<file path="src/rtl/pid_pkg.sv">
`timescale 1ns / 1ps

package pid_pkg;

  // Fixed number formats of the controller.
  localparam int SAMPLE_WIDTH       = 16;
  localparam int GAIN_FRAC_BITS     = 8;
  localparam int TIME_WIDTH         = 32;
  localparam int INTEGRAL_FRAC_BITS = 16;

  localparam int GAIN_WIDTH = 16;
  localparam int LIMIT_WIDTH = 15;
  localparam int ERR_WIDTH  = SAMPLE_WIDTH + 1;
  localparam int DIFF_WIDTH = SAMPLE_WIDTH + 2;
  localparam int INT_WIDTH  = 32;
  localparam int INT_SHIFT  = INTEGRAL_FRAC_BITS - GAIN_FRAC_BITS;
  localparam int INC_KEEP   = INT_WIDTH - INT_SHIFT;
  localparam int ACC_WIDTH  = 40;
  localparam int MUL_WIDTH  = 32;
  localparam int PROD_WIDTH = 2 * MUL_WIDTH;
  localparam int DIV_WIDTH  = 33;
  localparam int DIV_CNT_W  = 6;

  localparam int IN_DATA_W  = TIME_WIDTH + 2 * SAMPLE_WIDTH;
  localparam int OUT_DATA_W = SAMPLE_WIDTH;

  // Configuration port.
  localparam int CFG_IDX_W  = 3;
  localparam int CFG_DATA_W = 16;
  localparam logic [CFG_IDX_W-1:0] REG_LOOP_ENABLED      = 3'd0;
  localparam logic [CFG_IDX_W-1:0] REG_PROPORTIONAL_GAIN = 3'd1;
  localparam logic [CFG_IDX_W-1:0] REG_INTEGRAL_GAIN     = 3'd2;
  localparam logic [CFG_IDX_W-1:0] REG_DERIVATIVE_GAIN   = 3'd3;
  localparam logic [CFG_IDX_W-1:0] REG_WINDUP_LIMIT      = 3'd4;
  localparam logic [CFG_IDX_W-1:0] REG_DRIVE_LIMIT       = 3'd5;
  localparam logic [CFG_IDX_W-1:0] REG_DERIVATIVE_SOURCE = 3'd6;

  localparam logic [1:0] DSRC_ERROR    = 2'd0;
  localparam logic [1:0] DSRC_TARGET   = 2'd1;
  localparam logic [1:0] DSRC_MEASURED = 2'd2;

  // Microcode.
  localparam int PC_W = 5;

  typedef enum logic [3:0] {
    OP_NONE,
    OP_ACCEPT,
    OP_LOAD,
    OP_MUL_P,
    OP_ACC_P,
    OP_MUL_I,
    OP_MUL_T,
    OP_INT,
    OP_ACC_I,
    OP_MUL_D,
    OP_DIV_START,
    OP_DIV_STEP,
    OP_ACC_D,
    OP_EMIT,
    OP_PASS,
    OP_CLEAR
  } op_t;

  typedef enum logic [2:0] {
    COND_NEVER,
    COND_NO_INPUT,
    COND_KIND,
    COND_DISABLED,
    COND_DIV_BUSY,
    COND_OUT_BUSY
  } cond_t;

  typedef struct packed {
    op_t             op;
    cond_t           cond;
    logic [PC_W-1:0] target;
    logic            done;
  } ucode_t;

  localparam logic [PC_W-1:0] PC_IDLE      = 5'd0;
  localparam logic [PC_W-1:0] PC_KIND      = 5'd1;
  localparam logic [PC_W-1:0] PC_MODE      = 5'd2;
  localparam logic [PC_W-1:0] PC_LOAD      = 5'd3;
  localparam logic [PC_W-1:0] PC_MUL_P     = 5'd4;
  localparam logic [PC_W-1:0] PC_ACC_P     = 5'd5;
  localparam logic [PC_W-1:0] PC_MUL_I     = 5'd6;
  localparam logic [PC_W-1:0] PC_MUL_T     = 5'd7;
  localparam logic [PC_W-1:0] PC_INT       = 5'd8;
  localparam logic [PC_W-1:0] PC_ACC_I     = 5'd9;
  localparam logic [PC_W-1:0] PC_MUL_D     = 5'd10;
  localparam logic [PC_W-1:0] PC_DIV_START = 5'd11;
  localparam logic [PC_W-1:0] PC_DIV_STEP  = 5'd12;
  localparam logic [PC_W-1:0] PC_ACC_D     = 5'd13;
  localparam logic [PC_W-1:0] PC_EMIT      = 5'd14;
  localparam logic [PC_W-1:0] PC_PASS      = 5'd15;
  localparam logic [PC_W-1:0] PC_CLEAR     = 5'd16;

  function automatic ucode_t uword(input op_t op, input cond_t cond,
                                   input logic [PC_W-1:0] target, input logic done);
    ucode_t w;
    w.op     = op;
    w.cond   = cond;
    w.target = target;
    w.done   = done;
    return w;
  endfunction

  // Control store: a taken condition jumps to target, otherwise done returns to
  // the idle step and any other word falls through to the next step.
  function automatic ucode_t ucode_rom(input logic [PC_W-1:0] pc);
    ucode_t w;
    case (pc)
      PC_IDLE:      w = uword(OP_ACCEPT,    COND_NO_INPUT, PC_IDLE,     1'b0);
      PC_KIND:      w = uword(OP_NONE,      COND_KIND,     PC_CLEAR,    1'b0);
      PC_MODE:      w = uword(OP_NONE,      COND_DISABLED, PC_PASS,     1'b0);
      PC_LOAD:      w = uword(OP_LOAD,      COND_NEVER,    PC_IDLE,     1'b0);
      PC_MUL_P:     w = uword(OP_MUL_P,     COND_NEVER,    PC_IDLE,     1'b0);
      PC_ACC_P:     w = uword(OP_ACC_P,     COND_NEVER,    PC_IDLE,     1'b0);
      PC_MUL_I:     w = uword(OP_MUL_I,     COND_NEVER,    PC_IDLE,     1'b0);
      PC_MUL_T:     w = uword(OP_MUL_T,     COND_NEVER,    PC_IDLE,     1'b0);
      PC_INT:       w = uword(OP_INT,       COND_NEVER,    PC_IDLE,     1'b0);
      PC_ACC_I:     w = uword(OP_ACC_I,     COND_NEVER,    PC_IDLE,     1'b0);
      PC_MUL_D:     w = uword(OP_MUL_D,     COND_NEVER,    PC_IDLE,     1'b0);
      PC_DIV_START: w = uword(OP_DIV_START, COND_NEVER,    PC_IDLE,     1'b0);
      PC_DIV_STEP:  w = uword(OP_DIV_STEP,  COND_DIV_BUSY, PC_DIV_STEP, 1'b0);
      PC_ACC_D:     w = uword(OP_ACC_D,     COND_NEVER,    PC_IDLE,     1'b0);
      PC_EMIT:      w = uword(OP_EMIT,      COND_OUT_BUSY, PC_EMIT,     1'b1);
      PC_PASS:      w = uword(OP_PASS,      COND_OUT_BUSY, PC_PASS,     1'b1);
      PC_CLEAR:     w = uword(OP_CLEAR,     COND_NEVER,    PC_IDLE,     1'b1);
      default:      w = uword(OP_NONE,      COND_NEVER,    PC_IDLE,     1'b1);
    endcase
    return w;
  endfunction

endpackage

</file>
<file path="src/rtl/pid_controller_step_unit.sv">
`timescale 1ns / 1ps
// Control sample: the load, P, I, integral and D steps run in order, the D term through
// a 33-step restoring divider, and the result is emitted before the next item is taken.
// Disabled loop: the target is passed through as the result before the next item.
// Clear item: no result, the integral is zeroed. A finished result waits in the output
// register while the next item is taken. Synchronous rst restores the register defaults
// and zeroes the integral and all previous-sample state.
module pid_controller_step_unit
  import pid_pkg::*;
(
  input  logic                  clk,
  input  logic                  rst,
  input  logic                  cfg_we,
  input  logic [CFG_IDX_W-1:0]  cfg_index,
  input  logic [CFG_DATA_W-1:0] cfg_data,
  input  logic                  s_axis_tvalid,
  output logic                  s_axis_tready,
  // timestamp [31:0], measured_value [47:32], target_value [63:48]
  input  logic [IN_DATA_W-1:0]  s_axis_tdata,
  // kind [0]
  input  logic [0:0]            s_axis_tuser,
  output logic                  m_axis_tvalid,
  input  logic                  m_axis_tready,
  // drive [15:0]
  output logic [OUT_DATA_W-1:0] m_axis_tdata,
  // drive_clamped [0]
  output logic [0:0]            m_axis_tuser
);

  // Sequencer.
  logic [PC_W-1:0] pc, pc_next;
  ucode_t          uw;
  logic            cond_hit;

  // Configuration registers.
  logic                          loop_enabled;
  logic signed [GAIN_WIDTH-1:0]  proportional_gain;
  logic signed [GAIN_WIDTH-1:0]  integral_gain;
  logic signed [GAIN_WIDTH-1:0]  derivative_gain;
  logic [LIMIT_WIDTH-1:0]        windup_limit;
  logic [LIMIT_WIDTH-1:0]        drive_limit;
  logic [1:0]                    derivative_source;

  // Latched input item.
  logic                           in_kind;
  logic [TIME_WIDTH-1:0]          in_time;
  logic signed [SAMPLE_WIDTH-1:0] in_meas;
  logic signed [SAMPLE_WIDTH-1:0] in_tgt;

  // Controller state.
  logic signed [INT_WIDTH-1:0]    integral_sum, integral_next;
  logic signed [ERR_WIDTH-1:0]    previous_error;
  logic signed [SAMPLE_WIDTH-1:0] previous_target;
  logic signed [SAMPLE_WIDTH-1:0] previous_measured;
  logic [TIME_WIDTH-1:0]          previous_time;

  // Working registers.
  logic [TIME_WIDTH-1:0]      elapsed;
  logic [SAMPLE_WIDTH-1:0]    err_mag;
  logic                       err_neg;
  logic [DIFF_WIDTH-2:0]      diff_mag;
  logic                       diff_neg;
  logic [PROD_WIDTH-1:0]      mul_q;
  logic signed [ACC_WIDTH-1:0] acc;
  logic [TIME_WIDTH-1:0]      div_rem;
  logic [DIV_WIDTH-1:0]       div_quo;
  logic [DIV_CNT_W-1:0]       div_cnt;

  // Output register.
  logic                    m_valid;
  logic [OUT_DATA_W-1:0]   drive_q;
  logic                    clamped_q;
  logic                    out_busy;

  logic xfer_in;

  // Datapath signals.
  logic signed [ERR_WIDTH-1:0]  err_full;
  logic [ERR_WIDTH-1:0]         err_abs;
  logic signed [DIFF_WIDTH-1:0] diff_full;
  logic [DIFF_WIDTH-1:0]        diff_abs;
  logic [GAIN_WIDTH-1:0]        pg_mag, ig_mag, dg_mag;
  logic [MUL_WIDTH-1:0]         mul_a, mul_b;
  logic [PROD_WIDTH-1:0]        mul_p;

  logic                         i_neg;
  logic                         inc_big;
  logic [INT_WIDTH-1:0]         inc_mag;
  logic signed [INT_WIDTH+1:0]  sum_ext, inc_s, sum_new, wlim, wlim_neg;

  logic [ACC_WIDTH-1:0]         p_val, i_val, d_val;
  logic                         p_neg, d_neg;

  logic [DIV_WIDTH-1:0]         div_trial;
  logic                         div_ge;

  logic signed [ACC_WIDTH-GAIN_FRAC_BITS-1:0] res;
  logic signed [ACC_WIDTH-GAIN_FRAC_BITS-1:0] dlim, dlim_neg;
  logic [OUT_DATA_W-1:0]        drive_next;
  logic                         clamped_next;

  assign uw            = ucode_rom(pc);
  assign s_axis_tready = (uw.op == OP_ACCEPT) && !rst;
  assign xfer_in       = s_axis_tvalid && s_axis_tready;
  assign out_busy      = m_valid && !m_axis_tready;

  assign m_axis_tvalid   = m_valid;
  assign m_axis_tdata    = drive_q;
  assign m_axis_tuser[0] = clamped_q;

  always_comb begin
    case (uw.cond)
      COND_NEVER:    cond_hit = 1'b0;
      COND_NO_INPUT: cond_hit = !s_axis_tvalid;
      COND_KIND:     cond_hit = in_kind;
      COND_DISABLED: cond_hit = !loop_enabled;
      COND_DIV_BUSY: cond_hit = (div_cnt != DIV_CNT_W'(1));
      COND_OUT_BUSY: cond_hit = out_busy;
      default:       cond_hit = 1'b0;
    endcase
    if (cond_hit) begin
      pc_next = uw.target;
    end else if (uw.done) begin
      pc_next = PC_IDLE;
    end else begin
      pc_next = pc + 5'd1;
    end
  end

  // Error and derivative source, formed in the load step.
  always_comb begin
    err_full = {in_meas[SAMPLE_WIDTH-1], in_meas} - {in_tgt[SAMPLE_WIDTH-1], in_tgt};
    err_abs  = err_full[ERR_WIDTH-1] ? (~err_full + 1'b1) : err_full;
    case (derivative_source)
      DSRC_ERROR:    diff_full = {err_full[ERR_WIDTH-1], err_full}
                               - {previous_error[ERR_WIDTH-1], previous_error};
      DSRC_TARGET:   diff_full = {{2{in_tgt[SAMPLE_WIDTH-1]}}, in_tgt}
                               - {{2{previous_target[SAMPLE_WIDTH-1]}}, previous_target};
      DSRC_MEASURED: diff_full = {{2{in_meas[SAMPLE_WIDTH-1]}}, in_meas}
                               - {{2{previous_measured[SAMPLE_WIDTH-1]}}, previous_measured};
      default:       diff_full = '0;
    endcase
    diff_abs = diff_full[DIFF_WIDTH-1] ? (~diff_full + 1'b1) : diff_full;
  end

  assign pg_mag = proportional_gain[GAIN_WIDTH-1] ? (~proportional_gain + 1'b1)
                                                  : proportional_gain;
  assign ig_mag = integral_gain[GAIN_WIDTH-1] ? (~integral_gain + 1'b1) : integral_gain;
  assign dg_mag = derivative_gain[GAIN_WIDTH-1] ? (~derivative_gain + 1'b1)
                                                : derivative_gain;

  // One shared unsigned multiplier; all products are taken on magnitudes.
  always_comb begin
    case (uw.op)
      OP_MUL_P: begin
        mul_a = MUL_WIDTH'(err_mag);
        mul_b = MUL_WIDTH'(pg_mag);
      end
      OP_MUL_I: begin
        mul_a = MUL_WIDTH'(err_mag);
        mul_b = MUL_WIDTH'(ig_mag);
      end
      OP_MUL_T: begin
        mul_a = mul_q[MUL_WIDTH-1:0];
        mul_b = MUL_WIDTH'(elapsed);
      end
      OP_MUL_D: begin
        mul_a = MUL_WIDTH'(diff_mag);
        mul_b = MUL_WIDTH'(dg_mag);
      end
      default: begin
        mul_a = '0;
        mul_b = '0;
      end
    endcase
  end

  assign mul_p = {{MUL_WIDTH{1'b0}}, mul_a} * {{MUL_WIDTH{1'b0}}, mul_b};

  // Integral update. An increment of 2^32 or more always drives the sum into the
  // windup limit, so only its sign matters then.
  always_comb begin
    i_neg    = err_neg ^ integral_gain[GAIN_WIDTH-1];
    inc_big  = |mul_q[PROD_WIDTH-1:INC_KEEP];
    inc_mag  = {mul_q[INC_KEEP-1:0], {INT_SHIFT{1'b0}}};
    sum_ext  = {{2{integral_sum[INT_WIDTH-1]}}, integral_sum};
    inc_s    = i_neg ? -$signed({2'b00, inc_mag}) : $signed({2'b00, inc_mag});
    sum_new  = sum_ext + inc_s;
    wlim     = $signed({3'b000, windup_limit, {INTEGRAL_FRAC_BITS{1'b0}}});
    wlim_neg = -wlim;
    if (inc_big) begin
      integral_next = i_neg ? wlim_neg[INT_WIDTH-1:0] : wlim[INT_WIDTH-1:0];
    end else if (sum_new > wlim) begin
      integral_next = wlim[INT_WIDTH-1:0];
    end else if (sum_new < wlim_neg) begin
      integral_next = wlim_neg[INT_WIDTH-1:0];
    end else begin
      integral_next = sum_new[INT_WIDTH-1:0];
    end
  end

  assign p_neg = err_neg ^ proportional_gain[GAIN_WIDTH-1];
  assign d_neg = diff_neg ^ derivative_gain[GAIN_WIDTH-1];
  assign p_val = {{(ACC_WIDTH-MUL_WIDTH){1'b0}}, mul_q[MUL_WIDTH-1:0]};
  assign i_val = {{(ACC_WIDTH-INT_WIDTH+INT_SHIFT){integral_sum[INT_WIDTH-1]}},
                  integral_sum[INT_WIDTH-1:INT_SHIFT]};
  assign d_val = {{(ACC_WIDTH-DIV_WIDTH){1'b0}}, div_quo};

  // Restoring division, one quotient bit per step; dividend bits leave div_quo at
  // the top while quotient bits enter at the bottom.
  assign div_trial = {div_rem, div_quo[DIV_WIDTH-1]};
  assign div_ge    = div_trial >= {1'b0, elapsed};

  // Output floor and clamp.
  always_comb begin
    res      = acc[ACC_WIDTH-1:GAIN_FRAC_BITS];
    dlim     = $signed({{(ACC_WIDTH-GAIN_FRAC_BITS-LIMIT_WIDTH){1'b0}}, drive_limit});
    dlim_neg = -dlim;
    if (res > dlim) begin
      drive_next   = dlim[OUT_DATA_W-1:0];
      clamped_next = 1'b1;
    end else if (res < dlim_neg) begin
      drive_next   = dlim_neg[OUT_DATA_W-1:0];
      clamped_next = 1'b1;
    end else begin
      drive_next   = res[OUT_DATA_W-1:0];
      clamped_next = 1'b0;
    end
  end

  // Configuration.
  always_ff @(posedge clk) begin
    if (rst) begin
      loop_enabled      <= 1'b1;
      proportional_gain <= '0;
      integral_gain     <= '0;
      derivative_gain   <= '0;
      windup_limit      <= '1;
      drive_limit       <= '1;
      derivative_source <= DSRC_ERROR;
    end else if (cfg_we) begin
      case (cfg_index)
        REG_LOOP_ENABLED:      loop_enabled      <= cfg_data[0];
        REG_PROPORTIONAL_GAIN: proportional_gain <= cfg_data[GAIN_WIDTH-1:0];
        REG_INTEGRAL_GAIN:     integral_gain     <= cfg_data[GAIN_WIDTH-1:0];
        REG_DERIVATIVE_GAIN:   derivative_gain   <= cfg_data[GAIN_WIDTH-1:0];
        REG_WINDUP_LIMIT:      windup_limit      <= cfg_data[LIMIT_WIDTH-1:0];
        REG_DRIVE_LIMIT:       drive_limit       <= cfg_data[LIMIT_WIDTH-1:0];
        REG_DERIVATIVE_SOURCE: derivative_source <= cfg_data[1:0];
        default: begin
        end
      endcase
    end
  end

  // Sequencer, controller state and output handshake.
  always_ff @(posedge clk) begin
    if (rst) begin
      pc                <= PC_IDLE;
      integral_sum      <= '0;
      previous_error    <= '0;
      previous_target   <= '0;
      previous_measured <= '0;
      previous_time     <= '0;
      m_valid           <= 1'b0;
    end else begin
      pc <= pc_next;
      if (uw.op == OP_CLEAR) begin
        integral_sum <= '0;
      end else if (uw.op == OP_INT) begin
        integral_sum <= integral_next;
      end
      if (uw.op == OP_LOAD) begin
        previous_error    <= err_full;
        previous_target   <= in_tgt;
        previous_measured <= in_meas;
        previous_time     <= in_time;
      end
      if ((uw.op == OP_EMIT || uw.op == OP_PASS) && !out_busy) begin
        m_valid <= 1'b1;
      end else if (m_axis_tready) begin
        m_valid <= 1'b0;
      end
    end
  end

  // Datapath registers.
  always_ff @(posedge clk) begin
    if (xfer_in) begin
      in_kind <= s_axis_tuser[0];
      in_time <= s_axis_tdata[TIME_WIDTH-1:0];
      in_meas <= s_axis_tdata[TIME_WIDTH+SAMPLE_WIDTH-1:TIME_WIDTH];
      in_tgt  <= s_axis_tdata[IN_DATA_W-1:TIME_WIDTH+SAMPLE_WIDTH];
    end
    case (uw.op)
      OP_LOAD: begin
        elapsed  <= in_time - previous_time;
        err_mag  <= err_abs[SAMPLE_WIDTH-1:0];
        err_neg  <= err_full[ERR_WIDTH-1];
        diff_mag <= diff_abs[DIFF_WIDTH-2:0];
        diff_neg <= diff_full[DIFF_WIDTH-1];
      end
      OP_MUL_P, OP_MUL_I, OP_MUL_T, OP_MUL_D: begin
        mul_q <= mul_p;
      end
      OP_ACC_P: begin
        acc <= p_neg ? -p_val : p_val;
      end
      OP_ACC_I: begin
        acc <= acc + i_val;
      end
      OP_DIV_START: begin
        div_rem <= '0;
        div_quo <= mul_q[DIV_WIDTH-1:0];
        div_cnt <= DIV_CNT_W'(DIV_WIDTH);
      end
      OP_DIV_STEP: begin
        div_rem <= div_ge ? TIME_WIDTH'(div_trial - {1'b0, elapsed})
                          : div_trial[TIME_WIDTH-1:0];
        div_quo <= {div_quo[DIV_WIDTH-2:0], div_ge};
        div_cnt <= div_cnt - 1'b1;
      end
      OP_ACC_D: begin
        // Zero elapsed time leaves the D term out.
        if (elapsed != '0) begin
          acc <= d_neg ? (acc - d_val) : (acc + d_val);
        end
      end
      OP_EMIT: begin
        if (!out_busy) begin
          drive_q   <= drive_next;
          clamped_q <= clamped_next;
        end
      end
      OP_PASS: begin
        if (!out_busy) begin
          drive_q   <= in_tgt;
          clamped_q <= 1'b0;
        end
      end
      default: begin
      end
    endcase
  end

endmodule

</file>
<file path="config.mk">
export PLATFORM = sky130hd
export DESIGN_NAME = pid_controller_step_unit
export DESIGN_NICKNAME = d
export VERILOG_FILES = /design/src/rtl/pid_pkg.sv /design/src/rtl/pid_controller_step_unit.sv
export SDC_FILE = /design/constraint.sdc
export NUM_CORES = 2
export LEC_CHECK = 0
export CAP_MARGIN = 25
export CELL_PAD_IN_SITES_DETAIL_PLACEMENT = 2
export CELL_PAD_IN_SITES_GLOBAL_PLACEMENT = 2
export CORE_MARGIN = 1
export CORE_UTILIZATION = 35
export CTS_BUF_LIST = sky130_fd_sc_hd__clkbuf_8
export CTS_CLUSTER_SIZE = 10
export DETAILED_ROUTE_END_ITERATION = 12
export DONT_BUFFER_PORTS = 1
export GPL_TIMING_DRIVEN = 0
export PLACE_DENSITY_LB_ADDON = 0.1
export SLEW_MARGIN = 15
export SYNTH_ARGS = -nofsm -noshare
export SYNTH_HDL_FRONTEND = slang
export SYNTH_SLANG_ARGS = --single-unit
</file>
<file path="constraint.sdc">
create_clock -name clk -period 14.3 [get_ports clk]
set_input_delay 2.86 -clock clk [delete_from_list [all_inputs] [get_ports clk]]
set_output_delay 2.86 -clock clk [all_outputs]
set_load 0.02 [all_outputs]
</file>
==> results.md <==
- Critical Path Source: uw[11]
- Met2 global-route usage: 0.513
- Sink Count: 528
- Reg2Reg Depth: 37
- CTS Hold Bufs: 0
- Port Buffers: 0
- Final hold vios: 0
- GR Layer Usage met3: 0.0496
- CP arrival: 14,360 ps
- TritonCTS clock tree: yes
- Mapped Avg Cell Area: 8.59 um^2
- Synth warnings: 0
- Reg area: 13,800 um^2
- Cells after synthesis: approximately 8,000
- Hold crit path type: flop to flop
- Fmax: ~0.073 GHz
- Yosys top cell by area: fa_1
- Measured slew at the worst slew-check pin: ~1300 ps
- Worst path buffer plus inverter count: 12
- Drt total wl: 313 mm
- DRC errors left: 0
- Mapped Area: 68,800 um^2
- Clock skew: about 65 ps
- GR Layer Usage met1: 0.422
- Multi-input gate area: 49,300 um^2
- Max-Cap Viols: 0
- Most frequent CP cell: fa_1
- Total Power: 7950 uW
- Worst r2r src: uw[11]
- Slowest stage delay, CP: roughly 800 ps
- Finished Cell Area: 75,600 um^2
- Relative slew slack: 0.136
- Global-route wire length before repair: 458 mm
- Vias in the first global route: 66,300
- Final setup viols: 0
- Area grow syn2layout: 9.84%
- Die area: 198,000 um^2
- Fill count: ~22,000
- Ys async rst share: 0
- Final Max Slew Viols: 0
- Setup crit start kind: flop
- Vias per std cell: 5.52
- Pleak: 0.0335 uW
- Net Count, Synth: about 9,600
- Synthesized flop and latch total: 528
- Crit-path max FO: 10
- NumNets Final: ~9,700
- Setup TNS: 0 ps
- Worst Setup End Kind: flop
- Worst R2R End: mul_q[58]
- Die width: 445 um
- Sequential cell area fraction in the yosys report: 0.201
- Die Ht: 445 um
- R2R Setup Slk: approximately 580 ps
- Worst vdd ir: 0.000107 V
- Core Footprint: 195,000 um^2
- Final min period: 13,720 ps
- Main synth FF type: edfxtp_1
- Status: complete, no violations
- First DRT Iteration DRCs: 4,094
- GR Util All Layers: 0.317
- Slowest CP cell: clkbuf_1
- Synth area leaders: fa_1 26%, edfxtp_1 14%, ha_1 10%
- Gr busiest metal: met2
- Post-synth top area share: 0.263
- TritonRoute pass-1 iters: 6
- Area after DPL: between 70,000 and 80,000 um^2
- Antenna-violating nets left: 0
- Root Buffer: clkbuf_8
- Starting Density: 0.353
- CTS buffer count: ~110
- CTS clk-pin slew, worst paths: ~60 ps
- Final Cycle Share: 0.960
- Fin util: 0.388
- Critical Path Sink: mul_q[58]
- Yosys cell types: 96
- Crit. path cell count: 37
- Total grt overflow: 0
- HPWL after DPL: 261 mm
- Post-synth EDFFs: about 320
- Antenna violations before repair: 24
- Clock latency on the worst-skew pair: 920 ps
- CP Data Required Time: 14,940 ps
- Crit Path Class: flop to flop
- Num ports: 108
- Rows: 162
- Vias: 60,300
- Routed WL per cell: 28.7 um
- CP top delay family: adder cells
- Pwr/cell area: 105 nW/um^2
- GPL Wtd Cong: 0.946
- Largest net degree at the start of global routing: 61
- H-tree depth: 3
- Unrepaired setup endpoints after global routing: no
- Fraction of layout cells with a size suffix above 1: 0.0421
- Clock Path Buffers: 3
==> power breakdown <==
part / internal, uW / total, uW / switching, uW
Combinational: 1190 / 3950 / 2760
Sequential: 1960 / 2200 / 244
Clock: 963 / 1800 / 839
Total: 4110 / 7950 / 3840
==> sequential cells by signal (all words and copies together) (netlist names), 24 cells and up <==
signal and flops:
acc 40, div_quo 33, div_rem 32, elapsed 32
in_time 32, integral_sum 24, mul_q 64, previous_time 32
==> worst reg2reg max path, delay by kind of cell (launching register included) <==
family / cells / cell delay (ps)
compound gates: 8 / 2430
fa+ha+maj: 9 / 4430
buf+inv: 12 / 3820
flops: 1 / 300
simple gates: 8 / 2500
==> area by class of cell <==
class,instances,area share
Clock inverter,80,0.00919
Antenna cell,7,0.000232
Inverter,1176,0.0584
Buffer,367,0.0189
Tap cell,2624,0.0434
Timing Repair Buffer,79,0.0126
Clock buffer,120,0.0219
Sequential cell,528,0.183
Multi-Input combinational cell,5940,0.653
==> metal layers <==
| layer | routed length (um) | up-vias |
|---|---|---|
| met5 | 100 | - |
| met3 | 20200 | 505 |
| li1 | - | 26300 |
| met2 | 144000 | 1778 |
| met1 | 135000 | 31600 |
| met4 | 14100 | 14 |
==> placed cells by master, fill, tap and decap left out, types with 17 or more instances in the layout <==
master    synthesis  routed
and2_1           73      71
clkbuf_1        335     326
nand2b_1        111     111
xnor2_1         218     218
o31ai_1          37      37
nand2_1        1247    1247
nand3_1         105     105
a22oi_1          21      20
o21a_1           53      53
clkbuf_8          2     122
nor3b_1          18      18
a211oi_1         48      47
edfxtp_1        324     324
nand3b_1         21      21
o211ai_1         39      39
a211o_1          31      31
xor2_1          194     193
buf_8             0      19
nor3_1          124     114
and3_1           45      45
or3_1            29      28
o21bai_1         24      24
a21o_1          122     122
nor2b_1          56      55
mux2i_1          44      44
inv_1          1172    1202
fa_1            904     904
dfxtp_1         204     204
buf_1            20      19
a21oi_1         432     431
nor4_1           52      46
o21ai_0         247     247
ha_1            553     553
a31oi_1          39      39
nand4_1          42      42
clkinv_1          3      17
buf_6             0      30
nor2_1          771     771
or2_2            27      27
==> what timing repair did <==
item | 4_1_cts | 5_1_grt
endpoints found under the setup margin | 5 | 1
resized for setup | 1 | 3
setup buffers | 0 | 0
==> logic make-up (layout without fill, tap and decap cells) <==
logic type / count (synthesis) / in the layout / synth area share
and+or+nand+nor: 2779 / 2779 / 0.178
adders and majority gates: 1457 / 1457 / 0.364
DFF: 528 / 528 / 0.201
other: 0 / 7 / 0
AOI/OAI and AO/OA: 1240 / 1240 / 0.112
buffers and inverters: 1543 / 1822 / 0.0847
xor gates and xnor gates: 412 / 412 / 0.0525
muxes: 52 / 52 / 0.00771
==> stage by stage <==
step                      setup WS, ps  hold WS [ps]  std cells
after global routing               132           475      10900
after floorplan                   5020           436       8011
after global placement            -970           442      10600
after detailed placement          -277           450      10700
after CTS                          173           458      10900
final                              578           456      10900
==> how the worst min path moves through the flow <==
stage | startpoint | endpoint | slack, ps | depth (start not counted)
2_1_floorplan | previous_error[10] | previous_error[10] | 440 | 2
3_3_place_gp | previous_time[14] | previous_time[14] | 440 | 2
3_5_place_dp | previous_measured[2] | previous_measured[2] | 450 | 2
4_1_cts | previous_measured[2] | previous_measured[2] | 460 | 2
5_1_grt | previous_measured[2] | previous_measured[2] | 480 | 2
6_report | previous_measured[2] | previous_measured[2] | 460 | 2
==> cells in the mapped netlist, types with 12 or more instances <==
cell type	n
o211ai_1	39
inv_1	1172
and2_1	73
o31ai_1	37
and4_1	12
o21ai_0	247
nor2_1	771
a211oi_1	48
edfxtp_1	324
ha_1	553
nor3_1	124
nand2b_1	111
nor2b_1	56
mux2i_1	44
fa_1	904
a21o_1	122
a21oi_1	432
o21bai_1	24
dfxtp_1	204
a211o_1	31
a22oi_1	21
nor4_1	52
nand2_1	1247
buf_1	20
xor2_1	194
or2_2	27
and3_1	45
o21a_1	53
nand3_1	105
or3_1	29
nand4_1	42
nand3b_1	21
a31oi_1	39
xnor2_1	218
nor3b_1	18
o31a_1	12
o22ai_1	16
clkbuf_1	335
Note: power is estimated with default switching activity, not from simulation.
